**src/rtl/core/ring_node_frame_receiver_macros.svh**
```systemverilog
// Assertion macros for the ring node frame receiver
`ifndef RING_NODE_FRAME_RECEIVER_MACROS_SVH
`define RING_NODE_FRAME_RECEIVER_MACROS_SVH

`ifndef NO_ASSERTIONS

`define RNFR_ASSERT_NOW(name, ante, cons, msg) \
  name: assert property (@(posedge clk) disable iff (rst) (ante) |-> (cons)) \
    else $error(msg);

`define RNFR_ASSERT_NEXT(name, ante, cons, msg) \
  name: assert property (@(posedge clk) disable iff (rst) (ante) |=> (cons)) \
    else $error(msg);

`else

`define RNFR_ASSERT_NOW(name, ante, cons, msg)

`define RNFR_ASSERT_NEXT(name, ante, cons, msg)

`endif

`endif

```
**src/rtl/core/rnfr_pkg.sv**
```systemverilog
// Types, codes and helper functions shared by the ring node frame receiver
package rnfr_pkg;

  typedef struct packed {
    logic [1:0] command;
    logic [7:0] rx_byte;
    logic [7:0] tick_ms;
  } in_word_t;

  typedef struct packed {
    logic [3:0] action;
    logic [7:0] drive_value;
    logic [7:0] subcommand;
    logic [7:0] reply_value;
    logic       forward_frame;
    logic       echo_enable;
    logic [7:0] node_address;
  } out_word_t;

  typedef enum logic [1:0] {
    AGE_KEEP,
    AGE_CLEAR,
    AGE_LOAD
  } age_op_t;

  typedef struct packed {
    logic [7:0] first_payload;
    logic [7:0] second_payload;
    logic [7:0] third_payload;
    logic [7:0] broadcast_byte;
    logic [6:0] frame_length;
    logic [7:0] own_address;
    logic       store_forward_mode;
    logic       start_mode;
  } frame_info_t;

  typedef struct packed {
    logic [3:0] action;
    logic [7:0] drive_value;
    logic [7:0] subcommand;
    logic [7:0] reply_value;
    logic       forward_frame;
    logic       sfm_write;
    logic       sfm_value;
    logic       addr_write;
    logic [7:0] new_address;
    age_op_t    age_op;
  } decode_t;

  localparam logic [1:0] CMD_BYTE     = 2'd0;
  localparam logic [1:0] CMD_TICK     = 2'd1;
  localparam logic [1:0] CMD_OVERFLOW = 2'd2;

  localparam logic [3:0] ACT_NONE      = 4'd0;
  localparam logic [3:0] ACT_STORE_FWD = 4'd1;
  localparam logic [3:0] ACT_CUT_THRU  = 4'd2;
  localparam logic [3:0] ACT_ADDR      = 4'd3;
  localparam logic [3:0] ACT_BCAST     = 4'd4;
  localparam logic [3:0] ACT_ALL_STOP  = 4'd5;
  localparam logic [3:0] ACT_DRIVE     = 4'd6;
  localparam logic [3:0] ACT_STOP      = 4'd7;
  localparam logic [3:0] ACT_STATUS    = 4'd8;
  localparam logic [3:0] ACT_LOADER    = 4'd9;
  localparam logic [3:0] ACT_UNKNOWN   = 4'd10;
  localparam logic [3:0] ACT_WATCHDOG  = 4'd11;

  localparam logic [7:0] OP_STORE_FWD = 8'h01;
  localparam logic [7:0] OP_CUT_THRU  = 8'h02;
  localparam logic [7:0] OP_ADDR      = 8'h03;
  localparam logic [7:0] OP_BCAST     = 8'h11;
  localparam logic [7:0] OP_ALL_STOP  = 8'h12;
  localparam logic [7:0] OP_GROUP     = 8'h20;

  localparam logic [7:0] SUB_DRIVE  = 8'h01;
  localparam logic [7:0] SUB_STOP   = 8'h02;
  localparam logic [7:0] SUB_STATUS = 8'h03;
  localparam logic [7:0] SUB_LOADER = 8'h1B;

  localparam logic [6:0] ADDR_MIN_LEN = 7'd2;
  localparam logic [6:0] DRIVE_LEN    = 7'd3;
  localparam logic [6:0] BCAST_LEN    = 7'd10;

  localparam logic [7:0] PREAMBLE0  = 8'hA5;
  localparam logic [7:0] PREAMBLE1  = 8'h5A;
  localparam logic [7:0] UNASSIGNED = 8'hFF;
  localparam logic [15:0] CRC_INIT  = 16'hFFFF;
  localparam logic [15:0] CRC_POLY  = 16'h1021;
  localparam logic [15:0] AGE_MAX   = 16'hFFFF;

  localparam logic [15:0] TIMEOUT_RESET_MS  = 16'd20;
  localparam logic [15:0] WATCHDOG_RESET_MS = 16'd100;

  localparam logic CFG_TIMEOUT  = 1'b0;
  localparam logic CFG_WATCHDOG = 1'b1;

  function automatic logic [15:0] crc_byte(input logic [15:0] crc_in, input logic [7:0] b);
    logic [15:0] c;
    c = crc_in ^ {b, 8'h00};
    for (int i = 0; i < 8; i++) begin
      c = c[15] ? ({c[14:0], 1'b0} ^ CRC_POLY) : {c[14:0], 1'b0};
    end
    return c;
  endfunction

  function automatic logic [15:0] sat_add(input logic [15:0] a, input logic [7:0] b);
    logic [16:0] s;
    s = {1'b0, a} + {9'd0, b};
    return s[16] ? AGE_MAX : s[15:0];
  endfunction

endpackage

```
**src/rtl/core/ring_node_frame_receiver.sv**
```systemverilog
// Ring node frame receiver: preamble hunt, CRC check, command decode, timers
// The input reg holds each accepted word; byte-wide CRC and decode sit between it and the
// result reg. Throughput: one word per cycle while the result is not stalled.
// Every input word gives exactly one result word; a stalled result holds one word back.
// Reset (rst, synchronous): receiver hunts for A5, address unassigned, cut-through mode,
// timeout 20 ms, watchdog 100 ms with the watchdog already expired.
module ring_node_frame_receiver #(
  parameter int MAX_PAYLOAD_BYTES = 64,
  parameter int NODE_COUNT        = 8
) (
  input  logic                clk,
  input  logic                rst,
  input  logic                in_valid,
  output logic                in_ready,
  input  rnfr_pkg::in_word_t  in_data,
  output logic                out_valid,
  input  logic                out_ready,
  output rnfr_pkg::out_word_t out_data,
  input  logic                cfg_we,
  input  logic                cfg_index,
  input  logic [15:0]         cfg_data
);

  `include "ring_node_frame_receiver_macros.svh"

  localparam logic [7:0] MaxLen = 8'(MAX_PAYLOAD_BYTES);

  typedef enum logic [1:0] {
    PH_SCAN0 = 2'd0,
    PH_SCAN1 = 2'd1,
    PH_BODY  = 2'd2
  } phase_t;

  logic                sel_timeout;
  logic [15:0]         timeout_ms;
  logic [15:0]         watchdog_ms;

  logic                in_valid_q;
  rnfr_pkg::in_word_t  in_q;
  logic                adv;

  phase_t      phase, phase_next;
  logic [6:0]  byte_count, byte_count_next;
  logic [6:0]  frame_length, frame_length_next;
  logic [15:0] running_crc, running_crc_next;
  logic [7:0]  crc_high_byte, crc_high_byte_next;
  logic [7:0]  first_payload, first_payload_next;
  logic [7:0]  second_payload, second_payload_next;
  logic [7:0]  third_payload, third_payload_next;
  logic [7:0]  broadcast_byte, broadcast_byte_next;
  logic [7:0]  own_address, own_address_next;
  logic        store_forward_mode, store_forward_mode_next;
  logic        start_mode, start_mode_next;
  logic [15:0] receive_age, receive_age_next;
  logic [15:0] command_age, command_age_next;

  rnfr_pkg::frame_info_t info;
  rnfr_pkg::decode_t     dec;
  rnfr_pkg::out_word_t   res;

  logic [7:0]  v;
  logic [6:0]  pos;
  logic        frame_drop;

  assign sel_timeout = (cfg_index == rnfr_pkg::CFG_TIMEOUT);

  assign info = '{
    first_payload:      first_payload,
    second_payload:     second_payload,
    third_payload:      third_payload,
    broadcast_byte:     broadcast_byte,
    frame_length:       frame_length,
    own_address:        own_address,
    store_forward_mode: store_forward_mode,
    start_mode:         start_mode
  };

  rnfr_decode #(
    .NODE_COUNT(NODE_COUNT)
  ) u_decode (
    .info(info),
    .dec (dec)
  );

  assign adv      = in_valid_q && (!out_valid || out_ready);
  assign in_ready = !in_valid_q || adv;
  assign v        = in_q.rx_byte;
  assign pos      = byte_count - 7'd1;

  always_comb begin
    phase_next              = phase;
    byte_count_next         = byte_count;
    frame_length_next       = frame_length;
    running_crc_next        = running_crc;
    crc_high_byte_next      = crc_high_byte;
    first_payload_next      = first_payload;
    second_payload_next     = second_payload;
    third_payload_next      = third_payload;
    broadcast_byte_next     = broadcast_byte;
    own_address_next        = own_address;
    store_forward_mode_next = store_forward_mode;
    start_mode_next         = start_mode;
    receive_age_next        = receive_age;
    command_age_next        = command_age;
    frame_drop              = 1'b0;
    res                     = '0;

    unique case (in_q.command)
      rnfr_pkg::CMD_BYTE: begin
        unique case (phase)
          PH_SCAN1: begin
            if (v == rnfr_pkg::PREAMBLE1) begin
              phase_next          = PH_BODY;
              byte_count_next     = 7'd0;
              frame_length_next   = 7'd0;
              running_crc_next    = rnfr_pkg::CRC_INIT;
              broadcast_byte_next = 8'd0;
              start_mode_next     = store_forward_mode;
            end else if (v != rnfr_pkg::PREAMBLE0) begin
              phase_next = PH_SCAN0;
            end
          end
          PH_BODY: begin
            priority if (byte_count == 7'd0) begin
              if (v == 8'd0 || v > MaxLen) begin
                frame_drop = 1'b1;
              end else begin
                frame_length_next = v[6:0];
                running_crc_next  = rnfr_pkg::crc_byte(rnfr_pkg::CRC_INIT, v);
                byte_count_next   = 7'd1;
              end
            end else if (byte_count <= frame_length) begin
              if (pos == 7'd0) first_payload_next = v;
              if (pos == 7'd1) second_payload_next = v;
              if (pos == 7'd2) third_payload_next = v;
              if ({2'b00, pos} == {1'b0, own_address} + 9'd2) broadcast_byte_next = v;
              running_crc_next = rnfr_pkg::crc_byte(running_crc, v);
              byte_count_next  = byte_count + 7'd1;
            end else if (byte_count == frame_length + 7'd1) begin
              crc_high_byte_next = v;
              byte_count_next    = byte_count + 7'd1;
            end else begin
              if (running_crc == {crc_high_byte, v}) begin
                res.action        = dec.action;
                res.drive_value   = dec.drive_value;
                res.subcommand    = dec.subcommand;
                res.reply_value   = dec.reply_value;
                res.forward_frame = dec.forward_frame;
                if (dec.sfm_write) store_forward_mode_next = dec.sfm_value;
                if (dec.addr_write) own_address_next = dec.new_address;
                unique case (dec.age_op)
                  rnfr_pkg::AGE_CLEAR: command_age_next = 16'd0;
                  rnfr_pkg::AGE_LOAD:  command_age_next = watchdog_ms;
                  default:             command_age_next = command_age;
                endcase
              end
              frame_drop = 1'b1;
            end
          end
          default: begin
            phase_next = (v == rnfr_pkg::PREAMBLE0) ? PH_SCAN1 : PH_SCAN0;
          end
        endcase
      end
      rnfr_pkg::CMD_TICK: begin
        if (phase == PH_SCAN1 || phase == PH_BODY) begin
          receive_age_next = rnfr_pkg::sat_add(receive_age, in_q.tick_ms);
          if (receive_age_next >= timeout_ms) frame_drop = 1'b1;
        end else begin
          phase_next = PH_SCAN0;
        end
        if (command_age < watchdog_ms) begin
          command_age_next = rnfr_pkg::sat_add(command_age, in_q.tick_ms);
          if (command_age_next >= watchdog_ms) res.action = rnfr_pkg::ACT_WATCHDOG;
        end
      end
      rnfr_pkg::CMD_OVERFLOW: begin
        frame_drop = 1'b1;
      end
      default: begin
      end
    endcase

    if (frame_drop) begin
      phase_next        = PH_SCAN0;
      byte_count_next   = 7'd0;
      frame_length_next = 7'd0;
      running_crc_next  = rnfr_pkg::CRC_INIT;
      receive_age_next  = 16'd0;
    end

    res.echo_enable  = !store_forward_mode_next;
    res.node_address = own_address_next;
  end

  always_ff @(posedge clk) begin
    if (rst) begin
      timeout_ms         <= rnfr_pkg::TIMEOUT_RESET_MS;
      watchdog_ms        <= rnfr_pkg::WATCHDOG_RESET_MS;
      in_valid_q         <= 1'b0;
      out_valid          <= 1'b0;
      phase              <= PH_SCAN0;
      byte_count         <= 7'd0;
      frame_length       <= 7'd0;
      running_crc        <= rnfr_pkg::CRC_INIT;
      crc_high_byte      <= 8'd0;
      first_payload      <= 8'd0;
      second_payload     <= 8'd0;
      third_payload      <= 8'd0;
      broadcast_byte     <= 8'd0;
      own_address        <= rnfr_pkg::UNASSIGNED;
      store_forward_mode <= 1'b0;
      start_mode         <= 1'b0;
      receive_age        <= 16'd0;
      command_age        <= rnfr_pkg::WATCHDOG_RESET_MS;
    end else begin
      if (cfg_we) begin
        if (sel_timeout) timeout_ms <= cfg_data;
        else watchdog_ms <= cfg_data;
      end
      if (in_valid && in_ready) begin
        in_valid_q <= 1'b1;
      end else if (adv) begin
        in_valid_q <= 1'b0;
      end
      if (adv) begin
        out_valid <= 1'b1;
      end else if (out_ready) begin
        out_valid <= 1'b0;
      end
      if (adv) begin
        phase              <= phase_next;
        byte_count         <= byte_count_next;
        frame_length       <= frame_length_next;
        running_crc        <= running_crc_next;
        crc_high_byte      <= crc_high_byte_next;
        first_payload      <= first_payload_next;
        second_payload     <= second_payload_next;
        third_payload      <= third_payload_next;
        broadcast_byte     <= broadcast_byte_next;
        own_address        <= own_address_next;
        store_forward_mode <= store_forward_mode_next;
        start_mode         <= start_mode_next;
        receive_age        <= receive_age_next;
        command_age        <= command_age_next;
      end
    end
  end

  always_ff @(posedge clk) begin
    if (in_valid && in_ready) in_q <= in_data;
    if (adv) out_data <= res;
  end

  `RNFR_ASSERT_NEXT(a_addr_sticky, own_address != rnfr_pkg::UNASSIGNED,
    $stable(own_address), "assigned node address changed")
  `RNFR_ASSERT_NEXT(a_adv_result, adv, out_valid, "advanced word produced no result")
  `RNFR_ASSERT_NOW(a_stall_cause, !in_ready, in_valid_q && out_valid && !out_ready,
    "input stalled without a blocked result")
  `RNFR_ASSERT_NOW(a_count_bound, phase == PH_BODY,
    {1'b0, byte_count} <= {1'b0, frame_length} + 8'd2, "byte count ran past frame end")

endmodule

```
**src/rtl/core/rnfr_decode.sv**
```systemverilog
// Command decoder for a frame whose check matched
module rnfr_decode #(
  parameter int NODE_COUNT = 8
) (
  input  rnfr_pkg::frame_info_t info,
  output rnfr_pkg::decode_t     dec
);

  localparam logic [7:0] NodeLimit = 8'(NODE_COUNT);
  localparam logic [8:0] GroupEnd  = 9'(32 + NODE_COUNT);

  logic [7:0] c;
  logic       group_hit;

  assign c = info.first_payload;
  assign group_hit = (c >= rnfr_pkg::OP_GROUP) && ({1'b0, c} < GroupEnd)
                   && ({4'd0, c[3:0]} == info.own_address)
                   && (info.frame_length >= rnfr_pkg::ADDR_MIN_LEN);

  always_comb begin
    dec = '0;
    dec.age_op = rnfr_pkg::AGE_KEEP;
    priority if (c == rnfr_pkg::OP_STORE_FWD || c == rnfr_pkg::OP_CUT_THRU) begin
      dec.sfm_write     = 1'b1;
      dec.sfm_value     = (c == rnfr_pkg::OP_STORE_FWD);
      dec.action        = (c == rnfr_pkg::OP_STORE_FWD) ? rnfr_pkg::ACT_STORE_FWD
                                                        : rnfr_pkg::ACT_CUT_THRU;
      dec.forward_frame = info.start_mode;
    end else if (c == rnfr_pkg::OP_ADDR && info.frame_length >= rnfr_pkg::ADDR_MIN_LEN) begin
      if (info.second_payload < NodeLimit) begin
        dec.addr_write  = (info.own_address == rnfr_pkg::UNASSIGNED);
        dec.new_address = info.second_payload;
        dec.action      = rnfr_pkg::ACT_ADDR;
        dec.reply_value = info.second_payload + 8'd1;
      end
    end else if (c == rnfr_pkg::OP_BCAST && info.frame_length == rnfr_pkg::BCAST_LEN
                 && info.own_address < NodeLimit) begin
      dec.action      = rnfr_pkg::ACT_BCAST;
      dec.drive_value = info.broadcast_byte;
      dec.age_op      = rnfr_pkg::AGE_CLEAR;
    end else if (c == rnfr_pkg::OP_ALL_STOP) begin
      dec.action = rnfr_pkg::ACT_ALL_STOP;
      dec.age_op = rnfr_pkg::AGE_LOAD;
    end else if (group_hit) begin
      dec.subcommand = info.second_payload;
      priority if (info.second_payload == rnfr_pkg::SUB_DRIVE
                   && info.frame_length == rnfr_pkg::DRIVE_LEN) begin
        dec.action      = rnfr_pkg::ACT_DRIVE;
        dec.drive_value = info.third_payload;
        dec.age_op      = rnfr_pkg::AGE_CLEAR;
      end else if (info.second_payload == rnfr_pkg::SUB_STOP) begin
        dec.action = rnfr_pkg::ACT_STOP;
      end else if (info.second_payload == rnfr_pkg::SUB_STATUS) begin
        dec.action = rnfr_pkg::ACT_STATUS;
      end else if (info.second_payload == rnfr_pkg::SUB_LOADER) begin
        dec.action = rnfr_pkg::ACT_LOADER;
      end else begin
        dec.action = rnfr_pkg::ACT_UNKNOWN;
      end
    end else if (info.store_forward_mode) begin
      dec.forward_frame = 1'b1;
    end
  end

endmodule

```
**config.mk**
```make
export PLATFORM = sky130hd
export DESIGN_NAME = ring_node_frame_receiver
export DESIGN_NICKNAME = d
export VERILOG_FILES = /design/src/rtl/core/rnfr_pkg.sv /design/src/rtl/core/ring_node_frame_receiver.sv /design/src/rtl/core/rnfr_decode.sv
export VERILOG_INCLUDE_DIRS = /design/src /design/src/rtl/core
export SDC_FILE = /design/constraint.sdc
export NUM_CORES = 1
export LEC_CHECK = 0
export BUFFER_PORTS_ARGS = -buffer_cell sky130_fd_sc_hd__buf_4
export CORE_MARGIN = 2
export CORE_UTILIZATION = 58
export CTS_CLUSTER_SIZE = 8
export DETAILED_ROUTE_END_ITERATION = 10
export GPL_TIMING_DRIVEN = 1
export PLACE_DENSITY = 0.77
export REMOVE_ABC_BUFFERS = 1
export SLEW_MARGIN = 20
export SYNTH_ARGS = -nofsm -noshare
export SYNTH_HDL_FRONTEND = slang
export SYNTH_SLANG_ARGS = --single-unit
```
**constraint.sdc**
```tcl
create_clock -name clk -period 5.5 [get_ports clk]
set_input_delay 0.55 -clock clk [delete_from_list [all_inputs] [get_ports clk]]
set_output_delay 0.55 -clock clk [all_outputs]
set_load 0.01 [all_outputs]
```
Word level (Yosys, flattened, before mapping)

Cells that the tools add are included.

Bits of input ports: 40
Memory bits (read-only): 0
Latch bits: 0
Bits in writable memories: 0
Bits in registers: 204
Output and inout bits: 40
Word-level logic and storage cells: 298
Memories: 0

Mux-type cells: 132
Reductions and logical operators: 48
$lt $le $gt $ge: 10
Shift-type cells: 0
Add/sub/neg operators: 7
Multiply operators: 0
Eq/ne operators: 47
Div/mod/pow operators: 0
Bitwise operators: 26

Operators by type and width:

| kind                                          | number |
|---|---|
| two-way mux 16 bit                            | 19 |
| two-way mux 13 bit                            | 16 |
| two-way mux 29 bit                            | 5 |
| two-way mux 8 bit                             | 15 |
| two-way mux 20 bit                            | 5 |
| one-hot mux 16 bit (2 select lines)           | 3 |
| two-way mux 7 bit                             | 11 |
| inverter 3 bit                                | 16 |
| AND reduction 6 bit                           | 7 |
| adder 16 x 8 -> 17 bit                        | 2 |
| == test 8 x 2 -> 1 bit, second input constant | 4 |
| greater-or-equal comparator 16 bit            | 2 |
| two-way mux 4 bit                             | 8 |
| one-hot mux 7 bit (2 select lines)            | 2 |
| two-way mux 1 bit                             | 26 |
| == test 8 x 5 -> 1 bit, second input constant | 3 |
| two-way mux 2 bit                             | 12 |
| two-way mux 24 bit                            | 1 |
| inequality test 2 bit, second input constant  | 10 |
| two-way mux 9 bit                             | 2 |
| == test 16 bit                                | 1 |
| == test 8 x 1 -> 1 bit, second input constant | 2 |
| == test 8 bit, second input constant          | 2 |
| < comparator 16 bit                           | 1 |
| other kinds (51)                              | 95 |

Logic depth before layout (Yosys ltp)

Gate-level depths: netlist of run 1.

Word-level depth: 22
Depth in mapped cells: 21
Gate-level depth less buffers: 19

By module

From an unflattened synthesis of run 1, not the netlist that was laid out.

Cell total of the unflattened synthesis: 1,371
Area, all modules: 12,253.0 um^2

By module, submodules not included:

| module                   | times used | cells an instance | seq. area each (um^2) | area an instance (um^2) |
|---|---|---|---|---|
| ring_node_frame_receiver | 1          | 1,267             | 4,644.5               | 11,511.0 |
| rnfr_decode              | 1          | 104               | 0.0                   | 742.0 |

Worst setup path before layout of run 1

OpenSTA, ideal clock, no wires.

Kind: register to register
From: register in_q[0] (netlist bit)
To: register running_crc[0]
Stages on the path, launching flop included: 21
Arrival time: 4,416 ps
Setup slack: 960 ps
Buffers on the path: 3
Library setup time: 124 ps
Data required time: 5,376 ps
Period minus slack after synthesis: 4,540 ps
Path through: edfxtp_1 > ha_1 > fa_1 > a21oi_1 > o211ai_1 > o41ai_1 > nor2_1 > nand3b_1 > clkbuf_1 > o21ai_0 > ha_1 > nand3_1 > a21boi_0 > o31a_1 > a21o_1 > nor3_1 > a21oi_2 > o21a_1 > buf_6 > buf_8 > mux2i_1

Cells in the longest elaborated chain, start to end: 8
Elaborated cells between the ends (all ways): 13
Classes of those cells: 1 x add/sub; 1 x order compare; 3 x eq/ne; 5 x mux; 3 x reduce/logical

RTL lines:

| item                                                    | line                            | RTL |
|---|---|---|
| from (decl)                                             | ring_node_frame_receiver.sv:39  | `rnfr_pkg::in_word_t in_q;` |
| from (signal assigned)                                  | ring_node_frame_receiver.sv:251 | `if (in_valid && in_ready) in_q <= in_data;` |
| adder 16 x 8 -> 17 bit *                                | rnfr_pkg.sv:107                 | `s = {1'b0, a} + {9'd0, b};` |
| two-way mux 16 bit *                                    | rnfr_pkg.sv:108                 | `return s[16] ? AGE_MAX : s[15:0];` |
| greater-or-equal comparator 16 bit *                    | ring_node_frame_receiver.sv:168 | `if (receive_age_next >= timeout_ms) frame_drop = 1'b1;` |
| two-way mux 1 bit *                                     | ring_node_frame_receiver.sv:168 |  |
| two-way mux 1 bit *                                     | ring_node_frame_receiver.sv:166 | `if (phase == PH_SCAN1 \|\| phase == PH_BODY) begin` |
| one-hot mux 1 bit (3 select lines) *                    | ring_node_frame_receiver.sv:108 | `unique case (in_q.command)` |
| inequality test 4 bit (no line) (tied with other cells) | n/a                             |  |
| AND reduction 6 bit (no line)                           | n/a                             |  |
| to (signal assigned)                                    | ring_node_frame_receiver.sv:205 | `running_crc <= rnfr_pkg::CRC_INIT;` |
| to (signal assigned)                                    | ring_node_frame_receiver.sv:235 | `running_crc <= running_crc_next;` |
| to (decl)                                               | ring_node_frame_receiver.sv:45  | `logic [15:0] running_crc, running_crc_next;` |

Every way passes the cells marked *; elsewhere a longest branch is shown, timed or not.
A chain may end at the register's enable or synchronous reset.

Worst setup path in the final report of run 1

From: register in_q[0] (netlist bit)
To: register running_crc[11]

The elaborated chain is that of the path after synthesis.

==> results of run 1 <==
-- through the flow --
stage	setup WS, ps	instances
finish	513	1725
detailed placement	429	1679
global placement	575	1679
floorplan	712	1315
global route	231	1725
CTS	416	1725
-- cells in the mapped netlist, types with 12 or more instances --
cell	count	area share [%]
inv_1	66	2.0
o21ai_0	33	1.4
edfxtp_1	56	14
dfxtp_1	148	24
a22o_1	26	1.9
clkbuf_1	54	1.7
nand2b_1	23	1.2
and3_1	12	0.62
o211ai_1	14	0.86
nand3_1	42	1.7
o21a_1	14	0.86
nor2b_1	16	0.82
ha_1	84	8.6
a21o_1	22	1.4
nand4_1	20	1.0
xnor2_1	61	4.4
nor3_1	47	1.9
xor2_1	37	2.7
nor2_1	125	3.9
a21oi_1	93	3.8
mux2i_1	57	4.7
nand2_1	154	4.7
and2_1	19	0.98
-- how the worst max path moves through the flow --
stage / endpoint / from / cells after the start / slack, ps
6_report: running_crc[11] / in_q[0] / 20 / 510
5_1_grt: running_crc[0] / in_q[0] / 20 / 230
4_1_cts: frame_length[0] / in_q[0] / 19 / 420
3_5_place_dp: running_crc[0] / in_q[0] / 20 / 430
3_3_place_gp: running_crc[13] / in_q[0] / 20 / 570
2_1_floorplan: running_crc[0] / in_q[0] / 18 / 710
-- metal layers --
metal / up-vias / global-route usage [%]
met1: 4792 / 37.2
met5: - / 0
li1: 5001 / -
met2: 339 / 43.5
met4: 0 / 6.90
met3: 47 / 4.46
-- state kept, by name, indices dropped and copies added, names as in the netlist --
signal,flops
out_data,38
command_age,16
receive_age,16
running_crc,16
timeout_ms,16
watchdog_ms,16
in_q,10
broadcast_byte,8
crc_high_byte,8
first_payload,8
own_address,8
second_payload,8
third_payload,8
v,8
byte_count,7
frame_length,7
phase,2
in_valid_q,1
out_valid,1
start_mode,1
store_forward_mode,1
-- cells in the final DEF (no fill, tap or decap), types with 6 or more instances in the layout --
master	count
and3_1	12
nor2b_1	16
nand2_1	154
nor3b_1	6
nand2b_1	23
o21ai_1	7
xnor2_1	61
clkbuf_1	15
a21oi_1	93
o31ai_1	6
edfxtp_1	56
inv_1	65
o211ai_1	14
nor3_1	46
a21o_1	22
buf_4	89
o21a_1	14
a22o_1	26
clkbuf_16	29
a31oi_1	11
xor2_1	37
and2_1	19
ha_1	84
o21ai_0	33
nor2_1	124
dfxtp_1	148
nand3_1	42
a211oi_1	11
nand4_1	20
mux2i_1	57
nor4_1	8
-- cells by family after synthesis --
| family | share of synthesized area, % |
|---|---|
| other | 0.0308 |
| adders and majority gates | 8.96 |
| muxes | 4.68 |
| xor gates and xnor gates | 7.05 |
| buffers and inverters | 4.77 |
| and+or+nand+nor | 20.5 |
| AOI/OAI and AO/OA | 15.9 |
| DFF | 38.1 |
-- area by class of cell --
class                   count  area (um^2)
multi-input cells        1045         6980
fillers                  1747         7130
well taps                 275          344
repair buffers             89          668
clock buffers              44          782
flip-flops and latches    204         4640
clock inverters             2         25.0
inverters                  66          248
-- critical path: cells and delay by family, from the launching register on --
| family | cells | cell delay, ps |
|---|---|---|
| flip-flops | 1 | 400 |
| buffers and inverters | 2 | 460 |
| multiplexers | 1 | 230 |
| adder cells (fa/ha/maj) | 3 | 980 |
| AND/OR/NAND/NOR | 7 | 1460 |
| AO/OA/AOI/OAI | 7 | 1390 |
-- timing repair --
| action | 4_1_cts | 5_1_grt |
|---|---|---|
| setup buffers | 0 | 0 |
| resized for setup | 0 | 2 |
| setup endpoints to repair | 0 | 2 |
-- power breakdown --
| part | leakage (nW) | switching (mW) | internal (mW) | total (mW) |
|---|---|---|---|---|
| logic | 3.33 | 0.155 | 0.109 | 0.264 |
| registers | 1.69 | 0.0384 | 1.58 | 1.62 |
| clock network | 0.389 | 0.647 | 0.964 | 1.61 |
==> impl_metrics.py, run 1 <==
metrics = {
    "sta": {
        "fmax_ghz": 0.201,
        "setup_tns_ps": 0,
        "holdWs_ps": 165,
        "skew_ps": 15.6,
        "final_hold_viol_count": 0,
        "rsz0062_at_grt": "false",
        "relSlewSlack_pct": 22.8,
        "setup_viol": 0,
        "final-max-slew-violation-count": 0,
        "worst_pin_slew_ps": 1150,
        "period_share_pct": 90.7,
        "min_period_ps": 4990,
    },
    "placed_design": {
        "postPlaceCellArea_um2": 12900,
        "portBuffers": 79,
        "dp_hpwl_um": 21100,
        "place_congestion": 0.892,
    },
    "finish": {
        "final_area_um2": 13700,
        "nNetsFinal": 1561,
        "drive_gt1_share_pct": 9.93,
        "syn2layout_area_growth_pct": 12.4,
        "antenna-diode-count": 0,
        "post-route-util_pct": 65.8,
    },
    "critical_path": {
        "cp.arrival_ps": 5470,
        "worstSetupPathType": "reg2reg",
        "cp.required_ps": 5980,
        "r2r.worst_path.cells": 20,
        "path_cells": "ha_1 > fa_1 > a21oi_1 > o211ai_1 > o41ai_2 > nor2_1 > nand3b_1 > buf_4 > and3_1 > a21oi_1 > ha_1 > nand4_1 > nor3_1 > nor4b_1 > a21oi_1 > and3_1 > o21ai_4 > o21a_1 > buf_4 > mux2i_1",
        "worst-path-max-fanout": 19,
        "crit_top_cell": "a21oi_1",
        "r2r-end": "running_crc[11]",
        "start_kind": "register",
        "max_stage_delay_ps": 410,
        "r2r_slack_ps": 510,
        "worstReg2RegStart": "in_q[0]",
        "cp_slowest_cell": "fa_1",
        "cp-end-kind": "register",
    },
    "grt": {
        "grt_overflow": 0,
        "grt_usage_pct": 26.7,
        "grt_max_degree": 71,
        "first_global_vias": 9510,
        "antenna_found_initial": 0,
        "grt_pass1_wl_um": 48200,
    },
    "hold_path": {
        "hold_path_depth": 1,
        "min_to": "in_q[2]",
        "hold_path_class": "in2reg",
        "min_from": "in_data[2]",
    },
    "routing": {
        "maxUsedRoutingLayer": "met4",
        "vias": 10200,
        "drc": 0,
        "first_pass_iters": 5,
        "wl_met1_um": 13500,
        "wl_um": 29700,
        "wl_met2_um": 13600,
        "ant_nets": 0,
        "wl_met3_um": 2060,
        "drtIter0Drc": 725,
        "routedWlPerCell_um": 17.2,
        "viasPerCell": 5.90,
    },
    "die": {
        "die-area_um2": 22200,
        "rows": 53,
        "die_y_um": 149,
        "num_io_pins": 80,
        "start_util_pct": 58.5,
        "core_area_um2": 20800,
        "die_w_um": 149,
    },
    "yosys": {
        "synthArstFlopShare_pct": 0,
        "seq_area_frac_synth_pct": 38.1,
        "synth_seq_cells": 204,
        "syn_area_um2": 12200,
        "synth_edf_count": 56,
        "yosysWarnings": 0,
        "yosysUniqueCellTypes": 81,
        "synth_ff_type": "dfxtp_1",
        "syn_inst": 1386,
        "syn_avg_cell_area_um2": 8.79,
    },
    "job": {
        "drv_cap": 0,
    },
    "clock_tree": {
        "clockBufferDepth": 3,
        "root_buffer": "clkbuf_16",
        "cts_max_level": 1,
        "clock_sinks": 204,
        "clock_latency_ps": 560,
        "numCtsBuffers": 29,
        "cts_hold_buf": 0,
        "clk_transition_reported_paths_ps": 60,
        "cts_tree": "yes",
    },
    "power_and_ir_drop": {
        "leakage_nw": 5.40,
        "vdd_drop_max_uv": 222,
        "finalPower_mw": 3.49,
        "p_per_area_nw_per_um2": 255,
    },
    "run_status": {
        "status": "complete, no violations",
    },
}
No activity file was read; power rests on OpenSTA's default activity.
==> run 2, diff against run 1 <==
--- a/config.mk
+++ b/config.mk
@@ -8,11 +8,11 @@
 export LEC_CHECK = 0
 export BUFFER_PORTS_ARGS = -buffer_cell sky130_fd_sc_hd__buf_4
 export CORE_MARGIN = 2
-export CORE_UTILIZATION = 58
+export CORE_UTILIZATION = 50
 export CTS_CLUSTER_SIZE = 8
 export DETAILED_ROUTE_END_ITERATION = 10
 export GPL_TIMING_DRIVEN = 1
-export PLACE_DENSITY = 0.77
+export PLACE_DENSITY = 0.68
 export REMOVE_ABC_BUFFERS = 1
 export SLEW_MARGIN = 20
 export SYNTH_ARGS = -nofsm -noshare
==> impl_metrics.py, run 2 (synthesized netlist as in run 1, its figures left out) <==
metrics = {
    "critical_path": {
        "start_kind": "register",
        "critPathBufInv": 1,
        "crit_start": "in_q[0]",
        "endpoint": "running_crc[13]",
        "cp.required_ps": 5970,
        "critPathTopFamily": "simple AND/OR/NAND/NOR gates",
        "r2r-end": "running_crc[13]",
        "worstSetupPathType": "reg2reg",
        "cp-end-kind": "register",
        "path_cells": "ha_1 > fa_1 > a21oi_1 > o211ai_1 > o41ai_2 > nor2_1 > nand3b_1 > and3_1 > a21oi_1 > ha_1 > nand4_1 > nor3_1 > nor4b_1 > a21oi_1 > and3_1 > o21ai_4 > o21a_1 > buf_4 > mux2i_1",
        "crit_top_cell": "a21oi_1",
        "cp_slowest_cell": "edfxtp_1",
        "worst-path-max-fanout": 19,
        "r2r_slack_ps": 510,
        "r2r.worst_path.cells": 19,
        "cp.arrival_ps": 5460,
        "max_stage_delay_ps": 410,
        "cp.depth": 19,
        "worstReg2RegStart": "in_q[0]",
    },
    "routing": {
        "wl_um": 30200,
        "routedWlPerCell_um": 17.0,
        "ant_nets": 0,
        "drc": 0,
        "viasPerCell": 5.68,
        "drtIter0Drc": 710,
        "first_pass_iters": 5,
        "vias": 10100,
    },
    "hold_path": {
        "hold_path_class": "in2reg",
        "min_from": "in_data[12]",
    },
    "placed_design": {
        "place_congestion": 0.909,
        "portBuffers": 79,
        "dp_slack_ps": 463,
        "dp_hpwl_um": 21600,
    },
    "sta": {
        "skew_ps": 13.1,
        "final_hold_viol_count": 0,
        "fmax_ghz": 0.201,
        "setup_tns_ps": 0,
        "period_share_pct": 90.7,
        "setup_viol": 0,
        "worst_pin_slew_ps": 1010,
        "final-max-slew-violation-count": 0,
        "rsz0062_at_grt": "false",
        "relSlewSlack_pct": 32.6,
        "min_period_ps": 4990,
        "layout_setup_ws_ps": 513,
    },
    "power_and_ir_drop": {
        "vdd_drop_max_uv": 199,
        "leakage_nw": 5.40,
        "p_per_area_nw_per_um2": 253,
    },
    "grt": {
        "grt_max_degree": 46,
        "grt_pass1_wl_um": 48900,
        "grt.busiest_layer": "met2",
        "grtUsageMet1_pct": 33.1,
        "first_global_vias": 9519,
        "grt_usage_pct": 23.1,
        "grt_util_met3_pct": 3.79,
        "grt_use_met2_pct": 36.0,
        "grt_overflow": 0,
        "antenna_found_initial": 1,
    },
    "finish": {
        "nNetsFinal": 1561,
        "regMostFlops": "out_data",
        "final_common_cell": "nand2_1",
        "drive_gt1_share_pct": 10.1,
        "antenna-diode-count": 0,
        "nFillCells": 2207,
        "largest_reg_flops": 38,
        "final_cell_mix": "nand2_1 (154), dfxtp_1 (148), nor2_1 (124)",
        "syn2layout_area_growth_pct": 13.0,
    },
    "die": {
        "rows": 57,
        "die-area_um2": 25600,
        "die_w_um": 160,
        "die_y_um": 160,
        "start_util_pct": 50.5,
        "core_area_um2": 24100,
        "num_io_pins": 80,
    },
    "job": {
        "drv_cap": 0,
    },
    "clock_tree": {
        "cts_tree": "yes",
        "root_buffer": "clkbuf_16",
        "clock_latency_ps": 540,
        "cts_max_level": 1,
        "clk_transition_reported_paths_ps": 50,
        "clockBufferDepth": 3,
        "numCtsBuffers": 29,
        "clock_sinks": 204,
    },
    "run_status": {
        "status": "complete, no violations",
    },
}
run 2: how the worst min path moves through the flow:
stage,end,slack [ps],cells after the start
3_3_place_gp,timeout_ms[13],450,2
2_1_floorplan,timeout_ms[10],430,2
6_report,v[4],180,1
4_1_cts,v[4],160,1
3_5_place_dp,timeout_ms[10],450,2
5_1_grt,v[4],160,1
run 2: repair_timing:
item / CTS / global route
buffers inserted: 0 / 0
endpoints found under the setup margin: 0 / 18
resized for setup: 0 / 1
hold buffers: 0 / 0
run 2: layer usage:
| layer | share of wire [%] | vias up |
|---|---|---|
| met3 | 6.1 | 59 |
| li1 | - | 4988 |
| met2 | 43 | 275 |
| met1 | 48 | 4740 |
| met4 | 2.3 | 0 |
| met5 | 0 | - |
run 2: power breakdown:
group | total [mW] | switching (mW) | internal [mW]
clock | 1.61 | 0.634 | 0.975
combinational | 0.263 | 0.154 | 0.109
sequential | 1.62 | 0.0388 | 1.58
run 2: area by class of cell:
cell class | instances | area, um^2 | share of cell area [%]
flip-flops and latches | 204 | 4640 | 33.7
multi-input cells | 1045 | 6990 | 50.8
repair buffers | 89 | 668 | 4.85
clock inverters | 1 | 20.0 | 0.145
inverters | 66 | 248 | 1.80
clock buffers | 44 | 792 | 5.75
well taps | 324 | 405 | 2.94
run 2: stage by stage:
| step | power, mW | utilization, % | cell area [um^2] | hold WS, ps | instances |
|---|---|---|---|---|---|
| after floorplan | 1.79 | - | 11900 | 430 | 1315 |
| after global placement | 1.90 | 53.7 | 12900 | 445 | 1728 |
| after detailed placement | 1.91 | 53.7 | 12900 | 455 | 1728 |
| after CTS | 3.52 | 57.0 | 13700 | 157 | 1773 |
| after global routing | 3.62 | 57.1 | 13800 | 164 | 1773 |
| final | 3.49 | 57.1 | 13800 | 184 | 1773 |
==> run 3, diff against run 2 <==
--- a/config.mk
+++ b/config.mk
@@ -12,7 +12,7 @@
 export CTS_CLUSTER_SIZE = 8
 export DETAILED_ROUTE_END_ITERATION = 10
 export GPL_TIMING_DRIVEN = 1
-export PLACE_DENSITY = 0.68
+export PLACE_DENSITY = 0.7
 export REMOVE_ABC_BUFFERS = 1
 export SLEW_MARGIN = 20
 export SYNTH_ARGS = -nofsm -noshare
==> constraint.sdc (replaced) <==
create_clock -name clk -period 4.2 [get_ports clk]
set_input_delay 0.42 -clock clk [delete_from_list [all_inputs] [get_ports clk]]
set_output_delay 0.42 -clock clk [all_outputs]
set_load 0.01 [all_outputs]
==> impl_metrics.py, run 3 (synthesized netlist as in run 1, its figures left out) <==
metrics = {
    "power_and_ir_drop": {
        "leakage_nw": 5.90,
        "p_per_area_nw_per_um2": 311,
        "pwr-share-clk_pct": 45.4,
        "p_comb_share_pct": 9.1,
        "p_sw_share_pct": 24.3,
        "switchingPower_mw": 1.13,
        "p_int_mw": 3.51,
        "finalPower_mw": 4.64,
        "vdd_drop_max_uv": 307,
        "seqPwrFrac_pct": 45.4,
    },
    "placed_design": {
        "portBuffers": 79,
        "dp_hpwl_um": 21600,
        "place_inst": 1790,
        "place_congestion": 0.947,
    },
    "routing": {
        "first_pass_iters": 5,
        "ant_nets": 0,
        "vias": 10500,
        "routedWlPerCell_um": 17.1,
        "drtIter0Drc": 666,
        "drc": 0,
        "wl_um": 31900,
        "viasPerCell": 5.65,
    },
    "finish": {
        "largest_reg_flops": 38,
        "regMostFlops": "out_data",
        "drive_gt1_share_pct": 19.1,
        "syn2layout_area_growth_pct": 22.4,
        "nFillCells": 2048,
        "final_common_cell": "buf_4",
        "nNetsFinal": 1650,
        "antenna-diode-count": 0,
        "final_cells": 1862,
        "final_cell_mix": "buf_4 (168), nand2_1 (152), dfxtp_1 (148)",
    },
    "hold_path": {
        "min_to": "v[6]",
        "hold_path_class": "in2reg",
        "hold_path_depth": 1,
        "min_from": "in_data[14]",
    },
    "die": {
        "die-area_um2": 25600,
        "num_io_pins": 80,
        "die_w_um": 160,
        "die_y_um": 160,
        "core_area_um2": 24100,
        "start_util_pct": 50.5,
        "rows": 57,
    },
    "sta": {
        "min_period_ps": 4290,
        "final-max-slew-violation-count": 0,
        "worst_pin_slew_ps": 998,
        "fmax_ghz": 0.233,
        "rsz0062_at_grt": "true",
        "skew_ps": 17.2,
        "final_hold_viol_count": 0,
        "relSlewSlack_pct": 33.3,
        "setup_viol": 22,
        "period_share_pct": 102,
        "layout_setup_ws_ps": -93.2,
    },
    "clock_tree": {
        "cts_tree": "yes",
        "clk_transition_reported_paths_ps": 60,
        "root_buffer": "clkbuf_16",
        "cts_max_level": 1,
        "clockBufferDepth": 3,
        "numCtsBuffers": 29,
        "clock_sinks": 204,
        "clock_latency_ps": 550,
    },
    "critical_path": {
        "max_stage_delay_ps": 400,
        "crit_start": "in_q[0]",
        "r2r_slack_ps": -90,
        "worst-path-max-fanout": 5,
        "start_kind": "register",
        "cp.required_ps": 4630,
        "cp.arrival_ps": 4730,
        "worstSetupPathType": "reg2reg",
        "worstReg2RegStart": "in_q[0]",
        "cp_slowest_cell": "edfxtp_1",
        "critPathTopFamily": "compound AO/OA/AOI/OAI gates",
        "r2r-end": "frame_length[6]",
        "r2r.worst_path.cells": 21,
        "cp-end-kind": "register",
        "path_cells": "ha_2 > fa_2 > a21oi_2 > o211ai_1 > o41ai_1 > buf_4 > nor2_4 > buf_6 > a31oi_4 > a41oi_4 > ha_1 > nand4_1 > nor3_2 > nor4b_4 > a21o_1 > nor3_4 > a21oi_2 > buf_4 > buf_6 > a21oi_4 > a22o_1",
        "critPathBufInv": 4,
    },
    "grt": {
        "antenna_found_initial": 0,
        "grt_usage_pct": 23.9,
        "first_global_vias": 9906,
        "grt_pass1_wl_um": 50600,
        "grt_max_degree": 81,
        "grt_overflow": 0,
    },
    "run_status": {
        "failed_checks": "negative setup slack",
        "status": "complete, but fails checks",
    },
    "job": {
        "drv_cap": 0,
    },
}
[run 3: layer usage]
layer	vias to the layer above	routed length (um)	track usage [%]
met4	0	667	6.72
li1	5190	-	-
met5	-	0	0
met2	313	14500	38.4
met3	59	1810	3.27
met1	4966	14900	33.7
[run 3: how the worst max path moves through the flow]
stage | to | slack [ps] | cells past startpoint
floorplan | running_crc[0] | -590 | 18
global placement | receive_age[7] | -220 | 19
detailed placement | receive_age[3] | -360 | 18
CTS | frame_length[6] | -100 | 21
global route | phase[0] | -280 | 21
finish | frame_length[6] | -90 | 21
[run 3: timing repair]
item,CTS,global route
setup endpoints to repair,48,51
pin swaps,35,48
gates cloned,2,1
hold buffers,0,0
setup buffers,11,15
resized for setup,41,53
endpoints found under the hold margin,0,0
[run 3: layout make-up]
cell class	instances	area, um^2	share of cell area (%)
flip-flops and latches	204	4640	31.2
inverters	66	248	1.66
multi-input cells	1046	7420	49.8
well taps	324	405	2.72
repair buffers	177	1390	9.32
clock buffers	43	778	5.22
clock inverters	2	25.0	0.168
[run 3: stage by stage]
| step | hold WS [ps] | setup TNS, ps | util [%] | setup slack (ps) | cell area (um^2) |
|---|---|---|---|---|---|
| 3_5_place_dp | 452 | -14250 | 55.7 | -355 | 13400 |
| 6_report | 47.3 | -1030 | 61.8 | -93.2 | 14900 |
| 4_1_cts | 32.8 | -1410 | 60.3 | -98.6 | 14500 |
| 2_1_floorplan | 430 | -12680 | - | -588 | 11900 |
| 3_3_place_gp | 445 | -7930 | 55.6 | -218 | 13400 |
| 5_1_grt | 33.6 | -8280 | 61.8 | -275 | 14900 |
[run 3: power groups by stage]
| stage | Combinational [mW] | Sequential (mW) | Clock, mW |
|---|---|---|---|
| 2_1_floorplan | 0.199 | 2.14 | 0 |
| 3_3_place_gp | 0.374 | 2.14 | 0 |
| 3_5_place_dp | 0.380 | 2.14 | 0 |
| 4_1_cts | 0.398 | 2.10 | 2.14 |
| 5_1_grt | 0.463 | 2.11 | 2.22 |
| 6_report | 0.424 | 2.11 | 2.11 |
[run 3: worst register-to-register path, cell delays in order, from the launching register on]
cell and delay (ps):
edfxtp_1 400, ha_2 220, fa_2 350, a21oi_2 160, o211ai_1 140, o41ai_1 270
buf_4 190, nor2_4 50, buf_6 130, a31oi_4 190, a41oi_4 60, ha_1 380
nand4_1 110, nor3_2 170, nor4b_4 270, a21o_1 240, nor3_4 60, a21oi_2 210
buf_4 150, buf_6 110, a21oi_4 70, a22o_1 250
